[src/rtl/i32a_pkg.sv]
// Shared types and codes for the mixed-width integer ALU.
`default_nettype none

package i32a_pkg;

    // Operation codes
    localparam logic [3:0] ACT_ADD  = 4'd0;
    localparam logic [3:0] ACT_SUB  = 4'd1;
    localparam logic [3:0] ACT_MUL  = 4'd2;
    localparam logic [3:0] ACT_DIV  = 4'd3;
    localparam logic [3:0] ACT_EQ   = 4'd4;
    localparam logic [3:0] ACT_NE   = 4'd5;
    localparam logic [3:0] ACT_GT   = 4'd6;
    localparam logic [3:0] ACT_GE   = 4'd7;
    localparam logic [3:0] ACT_LT   = 4'd8;
    localparam logic [3:0] ACT_LE   = 4'd9;
    localparam logic [3:0] ACT_NEG  = 4'd10;
    localparam logic [3:0] ACT_HASH = 4'd11;

    // Right operand kinds
    localparam logic [2:0] RK_I8  = 3'd0;
    localparam logic [2:0] RK_I16 = 3'd1;
    localparam logic [2:0] RK_I32 = 3'd2;
    localparam logic [2:0] RK_I64 = 3'd3;

    // Result kinds
    localparam logic [1:0] KIND_I32  = 2'd0;
    localparam logic [1:0] KIND_I64  = 2'd1;
    localparam logic [1:0] KIND_BOOL = 2'd2;
    localparam logic [1:0] KIND_SIZE = 2'd3;

    // Status codes
    localparam logic [1:0] ST_OK      = 2'd0;
    localparam logic [1:0] ST_DIV0    = 2'd1;
    localparam logic [1:0] ST_BADTYPE = 2'd2;

    // Divider depth: quotient magnitude never exceeds 32 bits
    localparam int DIV_STEPS = 32;

    // One request in flight between stages
    typedef struct packed {
        logic        valid;
        logic        is_mul;
        logic        is_div;
        logic        narrow;
        logic        neg;
        logic [1:0]  kind;
        logic [1:0]  status;
        logic [63:0] value;
        logic [31:0] mul_hi;
        logic [63:0] rem;
        logic [31:0] num;
        logic [31:0] quo;
        logic [63:0] den;
    } pipe_t;

endpackage

`default_nettype wire

[src/rtl/i32a_div_stage.sv]
// One restoring-division step: produce one quotient bit per stage.
`default_nettype none

module i32a_div_stage
(
    input  wire              clk,
    input  wire              rst_n,
    input  i32a_pkg::pipe_t  req_in,
    output i32a_pkg::pipe_t  req_out
);

    logic            st_valid_reg;
    i32a_pkg::pipe_t st_next;
    i32a_pkg::pipe_t st_reg;

    // Shift in the next dividend bit, subtract the divisor when it fits
    always_comb
    begin
        logic [64:0] trial;
        logic [64:0] diff;
        logic        fits;
        trial = {req_in.rem, req_in.num[31]};
        diff  = trial - {1'b0, req_in.den};
        fits  = (trial >= {1'b0, req_in.den});

        st_next     = req_in;
        st_next.rem = fits ? diff[63:0] : trial[63:0];
        st_next.num = {req_in.num[30:0], 1'b0};
        st_next.quo = {req_in.quo[30:0], fits};
    end

    // Advance the valid bit
    always_ff @(posedge clk or negedge rst_n)
    begin
        if (!rst_n)
            st_valid_reg <= 1'b0;
        else
            st_valid_reg <= st_next.valid;
    end

    // Advance the payload
    always_ff @(posedge clk)
    begin
        st_reg <= st_next;
    end

    // Present the payload with the reset-clean valid bit
    always_comb
    begin
        req_out       = st_reg;
        req_out.valid = st_valid_reg;
    end

endmodule

`default_nettype wire

[config.mk]
export PLATFORM = sky130hd
export DESIGN_NAME = i32a_div_stage
export DESIGN_NICKNAME = d
export VERILOG_FILES = /design/src/rtl/i32a_pkg.sv /design/src/rtl/i32a_div_stage.sv
export SDC_FILE = /design/constraint.sdc
export NUM_CORES = 1
export LEC_CHECK = 0
export ABC_AREA = 0
export BUFFER_PORTS_ARGS = -buffer_cell sky130_fd_sc_hd__buf_2
export CORE_AREA = 2 2 231 233
export DETAILED_ROUTE_END_ITERATION = 6
export DIE_AREA = 0 0 233 235
export MAX_ROUTING_LAYER = met4
export SLEW_MARGIN = 10
export SYNTH_ARGS = -nofsm -noshare
export SYNTH_HDL_FRONTEND = slang
export SYNTH_SLANG_ARGS = --single-unit
[constraint.sdc]
create_clock -name clk -period 0.8 [get_ports clk]
set_clock_uncertainty 0.2 [all_clocks]
set_input_delay 0.12 -clock clk [delete_from_list [all_inputs] [get_ports clk]]
set_output_delay 0.12 -clock clk [all_outputs]
set_load 0.005 [all_outputs]
==> flow_metrics.py <==
metrics = {
    "detailed_routing": {
        "drtPass1Iterations": 5,
        "route.antenna.remaining_nets": 0,
        "routed.top_layer": "met4",
        "num_vias": 12700,
        "wl_met3_um": 3730,
        "wl_met1_um": 25200,
        "drtIter0Drc": 525,
        "routed-wl-met2_um": 33600,
        "drc": 0,
        "routed_via_density": 4.28,
        "wirelength_um": 65100,
        "wl_per_cell_um": 21.9,
    },
    "layout": {
        "finalNetCount": 2611,
        "fin_util_pct": 45.8,
        "drive_gt1_share_pct": 61.6,
        "design_area_um2": 23900,
        "fill_cells": 4748,
        "area_delta_synth_final_pct": 121,
        "largest_register_ffs": 295,
    },
    "placement": {
        "io_buffers": 593,
        "dp_slack_ns": -2.84,
        "dp_hpwl_um": 48100,
        "routabilityCongestion": 0.874,
        "place_area_um2": 16600,
    },
    "sta": {
        "setup_viol": 361,
        "fmax_mhz": 387,
        "slew_viol_final": 0,
        "finalCritPeriodShare_pct": 323,
        "rsz0062_at_grt": "true",
        "setup_tns_ns": -256.20,
        "holdWs_ns": -0.497,
        "fin_ws_ns": -1.78,
        "timing.final.hold_violations": 33,
        "min_period_ns": 2.58,
    },
    "synthesis": {
        "yosysSeqAreaShare_pct": 54.8,
        "ys_types": 66,
        "syn_area_um2": 10800,
        "yosysTopAreaCell": "dfxtp_1",
        "async_flop_share_pct": 0.338,
        "synth.most_common_cell": "dfxtp_1",
        "synth_ff_type": "dfxtp_1",
        "ys_warn_count": 0,
        "yosys.area.top_type_share_pct": 54.6,
        "syn_avg_cell_area_um2": 10.1,
        "ys_ff_latch": 296,
        "ys_top_cells_by_count": "dfxtp_1 (295), a21oi_1 (122), nor2_1 (83), inv_1 (81), ha_1 (64)",
        "synth_edf_count": 0,
        "synthesis.nets": 1432,
        "synth_area_leaders": "dfxtp_1 (55%), ha_1 (7.4%), a21oi_1 (5.6%)",
        "syn_inst": 1068,
    },
    "setup_path": {
        "cp_max_fo": 6,
        "cp.buffers_inverters": 5,
        "worstPathCellList": "buf_12 > inv_4 > ha_4 > nor2b_4 > o2111a_2 > o21ai_4 > o311ai_4 > o2111ai_4 > a21oi_4 > o21ai_4 > a21oi_4 > buf_6 > buf_6 > clkbuf_16 > mux2_4",
        "worstSetupStartpointType": "primary input",
        "path_class": "primary input to flip-flop",
        "cp.arrival_ns": 2.82,
        "required_ns": 1.03,
        "critPathTopFamily": "compound AO/OA/AOI/OAI gates",
        "cp_slowest_stage_delay_ns": 0.34,
        "cp_slowest_cell": "o311ai_4",
        "crit_path_end_kind": "flip-flop",
    },
    "die": {
        "die_area_um2": 54800,
        "die_height_um": 235,
        "initial_core_util_pct": 20.7,
        "num_rows": 84,
        "die_x_um": 233,
        "coreArea_um2": 52200,
        "ios": 596,
    },
    "clock_network": {
        "tritoncts": "done",
        "cts.clk_slew.worst_paths_ns": 0.06,
        "cts_sinks": 296,
        "clockBufferDepth": 3,
        "h-tree-depth": 2,
        "numCtsBuffers": 37,
        "ctsRootBufferMaster": "clkbuf_16",
    },
    "worst_hold_path": {
        "hp-class": "primary input to flip-flop",
    },
    "power_and_ir_drop": {
        "p_leak_nw": 11.1,
        "power_density_nw_per_um2": 2020,
        "ir_drop_mv": 1.73,
    },
    "run_status": {
        "status": "finished with violations",
        "failed_checks": "negative hold slack, negative setup slack",
    },
    "grt": {
        "antenna_found_initial": 20,
        "grt_overflow": 0,
        "grt_pass1_vias": 13500,
        "grt_pass1_wl_um": 89600,
        "grt_start_max_net_pins": 15,
        "grt_usage_pct": 23.0,
    },
    "flow_run": {
        "maxCapViolCount": 0,
    },
}
[layout make-up]
type	count	area, µm²	share of cell area, %
multi-input combinational	645	5610	23.5
timing repair buffer	1186	9660	40.4
sequential	296	6180	25.8
clock inverter	14	206	0.863
inverter	81	327	1.36
tap	688	861	3.60
clock buffer	49	1040	4.35
antenna	17	42.5	0.178
[cells in the final DEF, fill, tap and decap left out, types with 5 or more instances in the layout]
master	n
diode_2	17
clkbuf_16	40
inv_1	59
nor2_2	16
dfxtp_1	99
clkbuf_8	7
xnor2_1	35
o21bai_1	11
buf_12	9
o21ai_1	6
nor2b_1	6
dlygate4sd3_1	268
nand2_2	6
inv_4	5
a21oi_2	44
nor3_1	8
ha_1	28
a21oi_1	74
buf_8	9
dfxtp_2	195
buf_6	212
buf_4	280
a21oi_4	9
xor2_1	25
buf_2	402
a21o_1	33
inv_6	7
nand2_1	50
clkbuf_1	5
o21ai_0	29
inv_2	15
nand2b_1	5
nand4_1	27
ha_4	34
nor2_1	51
nor2_4	17
mux2_4	18
nand3_1	12
[cell families (layout without fill, tap and decap cells)]
logic type	count (synthesis)	count (layout)	share of synthesized area, %
AND/OR/NAND/NOR	231	231	9.91
other	1	18	0.0347
multiplexers	20	20	2.12
flip-flops	296	296	54.8
buffers and inverters	127	1330	4.92
adder cells (fa/ha/maj)	65	65	7.59
XOR/XNOR	61	61	4.94
AO/OA/AOI/OAI	267	267	15.7
[what timing repair did]
action                     4_1_cts  5_1_grt
hold buffers                   261        7
setup endpoints to repair      361      361
resized for setup              528      270
cloned                           4        3
setup buffers                   40       17
pin swaps                       59       41
hold endpoints to repair       296       45
[report_power, final]
| part | switching [mW] | internal (mW) |
|---|---|---|
| Clock | 6.93 | 10.5 |
| Sequential | 0.604 | 16.3 |
| Combinational | 6.14 | 7.75 |
| Total | 13.7 | 34.6 |
[per-stage QoR]
stage          power, mW  cells
2_1_floorplan       20.7   1068
3_3_place_gp        26.4   2570
3_5_place_dp        26.4   2570
4_1_cts             47.3   2936
5_1_grt             50.3   2975
6_report            48.3   2976
[per-layer routing]
| layer | up-vias | track usage, % |
|---|---|---|
| li1 | 6059 | - |
| met3 | 115 | 4.67 |
| met1 | 6113 | 25.2 |
| met5 | - | - |
| met4 | 0 | 6.87 |
| met2 | 437 | 41.6 |
[final timing paths]
kind                       startpoint                     end  slack (ns)  cells past startpoint
setup / recovery            req_in[1]    req_out[180]$_DFF_P_       -1.78                     15
hold / removal             req_in[17]     req_out[17]$_DFF_P_       -0.50                      1
max in group asynchronous       rst_n  st_valid_reg$_DFF_PN0_        0.06                      3
min in group asynchronous       rst_n  st_valid_reg$_DFF_PN0_        0.23                      3
Power figures use the tool's default switching activity.
