## src/rtl/i32a_pkg.sv

```systemverilog
// Shared types and codes for the mixed-width integer ALU.
`default_nettype none

package i32a_pkg;

    // Operation codes
    localparam logic [3:0] ACT_ADD  = 4'd0;
    localparam logic [3:0] ACT_SUB  = 4'd1;
    localparam logic [3:0] ACT_MUL  = 4'd2;
    localparam logic [3:0] ACT_DIV  = 4'd3;
    localparam logic [3:0] ACT_EQ   = 4'd4;
    localparam logic [3:0] ACT_NE   = 4'd5;
    localparam logic [3:0] ACT_GT   = 4'd6;
    localparam logic [3:0] ACT_GE   = 4'd7;
    localparam logic [3:0] ACT_LT   = 4'd8;
    localparam logic [3:0] ACT_LE   = 4'd9;
    localparam logic [3:0] ACT_NEG  = 4'd10;
    localparam logic [3:0] ACT_HASH = 4'd11;

    // Right operand kinds
    localparam logic [2:0] RK_I8  = 3'd0;
    localparam logic [2:0] RK_I16 = 3'd1;
    localparam logic [2:0] RK_I32 = 3'd2;
    localparam logic [2:0] RK_I64 = 3'd3;

    // Result kinds
    localparam logic [1:0] KIND_I32  = 2'd0;
    localparam logic [1:0] KIND_I64  = 2'd1;
    localparam logic [1:0] KIND_BOOL = 2'd2;
    localparam logic [1:0] KIND_SIZE = 2'd3;

    // Status codes
    localparam logic [1:0] ST_OK      = 2'd0;
    localparam logic [1:0] ST_DIV0    = 2'd1;
    localparam logic [1:0] ST_BADTYPE = 2'd2;

    // Divider depth: quotient magnitude never exceeds 32 bits
    localparam int DIV_STEPS = 32;

    // One request in flight between stages
    typedef struct packed {
        logic        valid;
        logic        is_mul;
        logic        is_div;
        logic        narrow;
        logic        neg;
        logic [1:0]  kind;
        logic [1:0]  status;
        logic [63:0] value;
        logic [31:0] mul_hi;
        logic [63:0] rem;
        logic [31:0] num;
        logic [31:0] quo;
        logic [63:0] den;
    } pipe_t;

endpackage

`default_nettype wire

```

## src/rtl/i32a_decode.sv

```systemverilog
// Front stages: operand extension, then compare, add, partial products and divide setup.
`default_nettype none

module i32a_decode
(
    input  wire                  clk,
    input  wire                  rst_n,
    input  wire                  take,
    input  wire  [3:0]           action,
    input  wire  signed [31:0]   left_operand,
    input  wire  signed [63:0]   right_operand,
    input  wire  [2:0]           right_kind,
    output i32a_pkg::pipe_t      req_out
);

    logic        v1_reg;
    logic [3:0]  act1_reg;
    logic [31:0] a1_reg;
    logic [63:0] b1_reg;
    logic        bad1_reg;
    logic        wide1_reg;
    logic [63:0] b_next;
    logic        s2_valid_reg;

    i32a_pkg::pipe_t s2_next;
    i32a_pkg::pipe_t s2_reg;

    // Extend the right operand from the width its kind names
    always_comb
    begin
        unique case (right_kind)
            i32a_pkg::RK_I8:  b_next = {{56{right_operand[7]}}, right_operand[7:0]};
            i32a_pkg::RK_I16: b_next = {{48{right_operand[15]}}, right_operand[15:0]};
            i32a_pkg::RK_I32: b_next = {{32{right_operand[31]}}, right_operand[31:0]};
            default:          b_next = right_operand;
        endcase
    end

    // Hold the first stage valid bit
    always_ff @(posedge clk or negedge rst_n)
    begin
        if (!rst_n)
            v1_reg <= 1'b0;
        else
            v1_reg <= take;
    end

    // Capture the request
    always_ff @(posedge clk)
    begin
        act1_reg  <= action;
        a1_reg    <= left_operand;
        b1_reg    <= b_next;
        bad1_reg  <= (right_kind > i32a_pkg::RK_I64);
        wide1_reg <= (right_kind == i32a_pkg::RK_I64);
    end

    // Second stage: everything but the divide loop and the product fold
    always_comb
    begin
        logic [63:0] ae;
        logic [63:0] p0;
        logic        lt_ab;
        logic        lt_ba;
        logic [1:0]  akind;
        ae    = {{32{a1_reg[31]}}, a1_reg};
        // Unsigned low product; the sign of the left operand is folded into the high part
        p0    = {32'd0, a1_reg} * {32'd0, b1_reg[31:0]};
        lt_ab = $signed(ae) < $signed(b1_reg);
        lt_ba = $signed(b1_reg) < $signed(ae);
        akind = wide1_reg ? i32a_pkg::KIND_I64 : i32a_pkg::KIND_I32;

        s2_next        = '0;
        s2_next.valid  = v1_reg;
        s2_next.mul_hi = (a1_reg * b1_reg[63:32]) - (a1_reg[31] ? b1_reg[31:0] : 32'd0);
        s2_next.num    = a1_reg[31] ? (32'd0 - a1_reg) : a1_reg;
        s2_next.den    = b1_reg[63] ? (64'd0 - b1_reg) : b1_reg;
        s2_next.neg    = a1_reg[31] ^ b1_reg[63];

        priority if (act1_reg == i32a_pkg::ACT_NEG)
        begin
            s2_next.value  = 64'd0 - ae;
            s2_next.narrow = 1'b1;
        end
        else if (act1_reg == i32a_pkg::ACT_HASH)
        begin
            s2_next.value = ae;
            s2_next.kind  = i32a_pkg::KIND_SIZE;
        end
        else if (act1_reg > i32a_pkg::ACT_HASH)
            s2_next.status = i32a_pkg::ST_BADTYPE;
        else if (bad1_reg)
        begin
            // Foreign type: only equality tests have an answer
            if (act1_reg == i32a_pkg::ACT_EQ)
                s2_next.kind = i32a_pkg::KIND_BOOL;
            else if (act1_reg == i32a_pkg::ACT_NE)
            begin
                s2_next.kind  = i32a_pkg::KIND_BOOL;
                s2_next.value = 64'd1;
            end
            else
                s2_next.status = i32a_pkg::ST_BADTYPE;
        end
        else
        begin
            unique case (act1_reg)
                i32a_pkg::ACT_ADD:
                begin
                    s2_next.value  = ae + b1_reg;
                    s2_next.kind   = akind;
                    s2_next.narrow = !wide1_reg;
                end
                i32a_pkg::ACT_SUB:
                begin
                    s2_next.value  = ae - b1_reg;
                    s2_next.kind   = akind;
                    s2_next.narrow = !wide1_reg;
                end
                i32a_pkg::ACT_MUL:
                begin
                    s2_next.value  = p0;
                    s2_next.is_mul = 1'b1;
                    s2_next.kind   = akind;
                    s2_next.narrow = !wide1_reg;
                end
                i32a_pkg::ACT_DIV:
                begin
                    if (b1_reg == 64'd0)
                        s2_next.status = i32a_pkg::ST_DIV0;
                    else
                    begin
                        s2_next.is_div = 1'b1;
                        s2_next.kind   = akind;
                        s2_next.narrow = !wide1_reg;
                    end
                end
                i32a_pkg::ACT_EQ:
                begin
                    s2_next.kind  = i32a_pkg::KIND_BOOL;
                    s2_next.value = {63'd0, ae == b1_reg};
                end
                i32a_pkg::ACT_NE:
                begin
                    s2_next.kind  = i32a_pkg::KIND_BOOL;
                    s2_next.value = {63'd0, ae != b1_reg};
                end
                i32a_pkg::ACT_GT:
                begin
                    s2_next.kind  = i32a_pkg::KIND_BOOL;
                    s2_next.value = {63'd0, lt_ba};
                end
                i32a_pkg::ACT_GE:
                begin
                    s2_next.kind  = i32a_pkg::KIND_BOOL;
                    s2_next.value = {63'd0, !lt_ab};
                end
                i32a_pkg::ACT_LT:
                begin
                    s2_next.kind  = i32a_pkg::KIND_BOOL;
                    s2_next.value = {63'd0, lt_ab};
                end
                default:
                begin
                    s2_next.kind  = i32a_pkg::KIND_BOOL;
                    s2_next.value = {63'd0, !lt_ba};
                end
            endcase
        end
    end

    // Advance the valid bit
    always_ff @(posedge clk or negedge rst_n)
    begin
        if (!rst_n)
            s2_valid_reg <= 1'b0;
        else
            s2_valid_reg <= s2_next.valid;
    end

    // Advance the payload
    always_ff @(posedge clk)
    begin
        s2_reg <= s2_next;
    end

    // Present the payload with the reset-clean valid bit
    always_comb
    begin
        req_out       = s2_reg;
        req_out.valid = s2_valid_reg;
    end

endmodule

`default_nettype wire

```

## config.mk

```make
export PLATFORM = sky130hd
export DESIGN_NAME = i32a_decode
export DESIGN_NICKNAME = d
export VERILOG_FILES = /design/src/rtl/i32a_pkg.sv /design/src/rtl/i32a_decode.sv
export SDC_FILE = /design/constraint.sdc
export NUM_CORES = 2
export LEC_CHECK = 0
export BUFFER_PORTS_ARGS = -buffer_cell sky130_fd_sc_hd__buf_4
export CAP_MARGIN = 20
export CORE_MARGIN = 10
export CORE_UTILIZATION = 35
export DETAILED_ROUTE_END_ITERATION = 10
export PLACE_DENSITY = 0.52
export SLEW_MARGIN = 25
export SYNTH_ARGS = -nofsm -noshare
export SYNTH_HDL_FRONTEND = slang
export SYNTH_SLANG_ARGS = --single-unit
export TNS_END_PERCENT = 1
```

## constraint.sdc

```tcl
create_clock -name clk -period 11.2 [get_ports clk]
set_input_delay 2.8 -clock clk [delete_from_list [all_inputs] [get_ports clk]]
set_output_delay 2.8 -clock clk [all_outputs]
set_load 0.02 [all_outputs]
```

==> run metrics <==
Yosys cell types=92; PortBufs=306; via-per-instance ratio=5.42; reg2reg path depth=27; CP startpoint=a1_reg[13]; core area=191000 µm²; CP max FO=20; kind of start point of the critical path=flop; CP arrival=9900 ps; initial antenna violation count=22; first-pass GRT wire length=439 mm; met2 WL=141 mm; Post-synth EDFFs=0; largest net degree at the start of global routing=57; Initial Utilization=35.3%; Tmin final=9440 ps; worst-margin pin slew=1130 ps; post-synth top area share=39.8%; WL met3=23.7 mm; Metal-1 WL=118 mm; # IOs=403; Root Buffer=clkbuf_16; final std cells w/o fill=10.6k; FMAX=106 MHz; final WL=305 mm; Area growth syn-to-layout=9.50%; synthesized area per cell=8.42 µm²; type of the worst setup path=reg -> reg; HPWL Detailed=245 mm; GPL Wtd Cong=0.976; DR pass1 iterations=6; Die Y=459 µm; Resized cells post-CTS=0; Post-Route Setup TNS=0 ps; Area contributors post-synth=fa_1, ha_1, dfxtp_1, inv_1, nand2_1; post-synthesis cell area=67300 µm²; hold_buf cts=0; share of cells above drive strength 1=7.98%; max-slew violations=0; Die W=459 µm; site row count=160; Num CTS Buffers=42; Reg clk slew, reported paths=70 ps; worst reg2reg endpoint=req_out[272]; GRT overflow=0; initial DRC count=5162; number of remaining DRC errors=0; Crit. End Element=flop; postcts setup bufs=0; Final nets=10.1k; setup violators final=0; Max Root-Sink Buffers=3; min-delay worst type=reg -> reg; Seq cells post-synth=304; Warnings, synthesis=0; GRT Resource Usage Total=28.7%; relative slew slack=24.4%; Max-Cap Viols=0; H-tree levels=2; required time worst endpoint=11660 ps; commonest non-fill, non-tap cell in the layout=inv_1; cell count after synthesis=7992; most frequent cells in the layout=inv_1, fa_1, nand2_1; worst r2r src=a1_reg[13]; placed insts=10.6k; top_reg_cell synth=dfxtp_1; CTS tree=yes; Sink Count=304; vias=57.6k; Fin Clk Skew=79.2 ps; cell taking the most area after synthesis=fa_1; number of flip-flops in the largest register=200; die area=210000 µm²; Final Hold Fails=0; RSZ-0062 raised after global routing=no; crit path to=req_out[272]; top sig layer=met5; antenna-violating nets left=0; register area share after synthesis=9.05%; fin crit share=84.3%; async set or reset register ratio after synthesis=0.658%; vias in the first global route=60.8k; status=finished, final reports clean; Worst-Skew Late Latency=690 ps; reg2reg setup slack=1760 ps; Routed wire per std cell=28.7 µm
layout make-up:
class	instances	area, µm²
antenna	8	20.0
clock buffer	56	1180
clock inverter	21	255
fill	19689	117000
inverter	1537	5770
multi-input combinational	5694	53400
sequential	304	6130
tap	2511	3140
timing repair buffer	505	3840
how the worst min path moves through the flow:
stage | startpoint | end | cells past startpoint
floorplan | v1_reg | s2_valid_reg | 0
global placement | v1_reg | s2_valid_reg | 0
detailed placement | v1_reg | s2_valid_reg | 0
CTS | v1_reg | s2_valid_reg | 0
global route | v1_reg | s2_valid_reg | 0
finish | v1_reg | s2_valid_reg | 0
metal layers:
layer,track usage (%),vias up
met5,0,-
met4,16.6,6
met3,4.68,649
met2,47.0,2727
met1,35.6,29858
li1,-,24361
per-stage QoR:
stage / area [µm²] / hold slack (ps) / util (%) / setup slack [ps]
final: 73700 / 353 / 38.6 / 1760
after global routing: 73700 / 359 / 38.6 / 1590
after CTS: 73700 / 346 / 38.6 / 1440
after detailed placement: 72300 / 335 / 37.9 / 1440
after global placement: 72300 / 337 / 37.9 / 1550
after floorplan: 67700 / 331 / - / 2500
cell usage after synthesis, types with 25 or more instances:
| cell type | n |
|---|---|
| o21bai_1 | 47 |
| buf_4 | 98 |
| or3_1 | 30 |
| o221ai_1 | 25 |
| a22oi_1 | 27 |
| clkbuf_1 | 325 |
| o21a_1 | 30 |
| nand4_1 | 40 |
| o21ai_0 | 209 |
| o31ai_1 | 49 |
| nor3_1 | 73 |
| buf_1 | 119 |
| nor2_1 | 938 |
| xnor2_1 | 279 |
| a21oi_1 | 276 |
| nand2b_1 | 34 |
| clkinv_1 | 27 |
| ha_1 | 590 |
| nor4_1 | 33 |
| inv_1 | 1506 |
| xor2_1 | 43 |
| nand3_1 | 73 |
| dfxtp_1 | 302 |
| nand2_1 | 1064 |
| fa_1 | 1337 |
| a21o_1 | 77 |
| nor2b_1 | 35 |
logic make-up after synthesis:
logic type	after synthesis	synth area share (%)
simple gates	2393	14.6
fa+ha+maj	1927	50.7
xor+xnor	322	4.19
flops	304	9.05
other cells	1	0.00557
buf+inv	2089	12.2
mux	13	0.197
compound gates	943	8.96
critical path, stage by stage, from the launching register on:
cell	delay (ps)
dfxtp_2	330
clkinv_1	710
buf_4	560
nor2_1	210
fa_1	440
fa_1	490
fa_1	540
inv_1	60
fa_1	470
inv_1	50
fa_1	500
inv_1	60
fa_1	530
inv_1	50
fa_1	500
fa_1	440
ha_1	360
a21o_1	180
a21oi_1	210
nor2_1	70
a21oi_1	450
o21ai_0	300
a21oi_1	500
o21ai_0	170
a21o_1	250
a41oi_1	250
xor2_1	370
o221ai_1	190
Power is left out: the tool's default activity adds up to more than one toggle a clock period on the data nets, which glitch-free logic cannot reach.
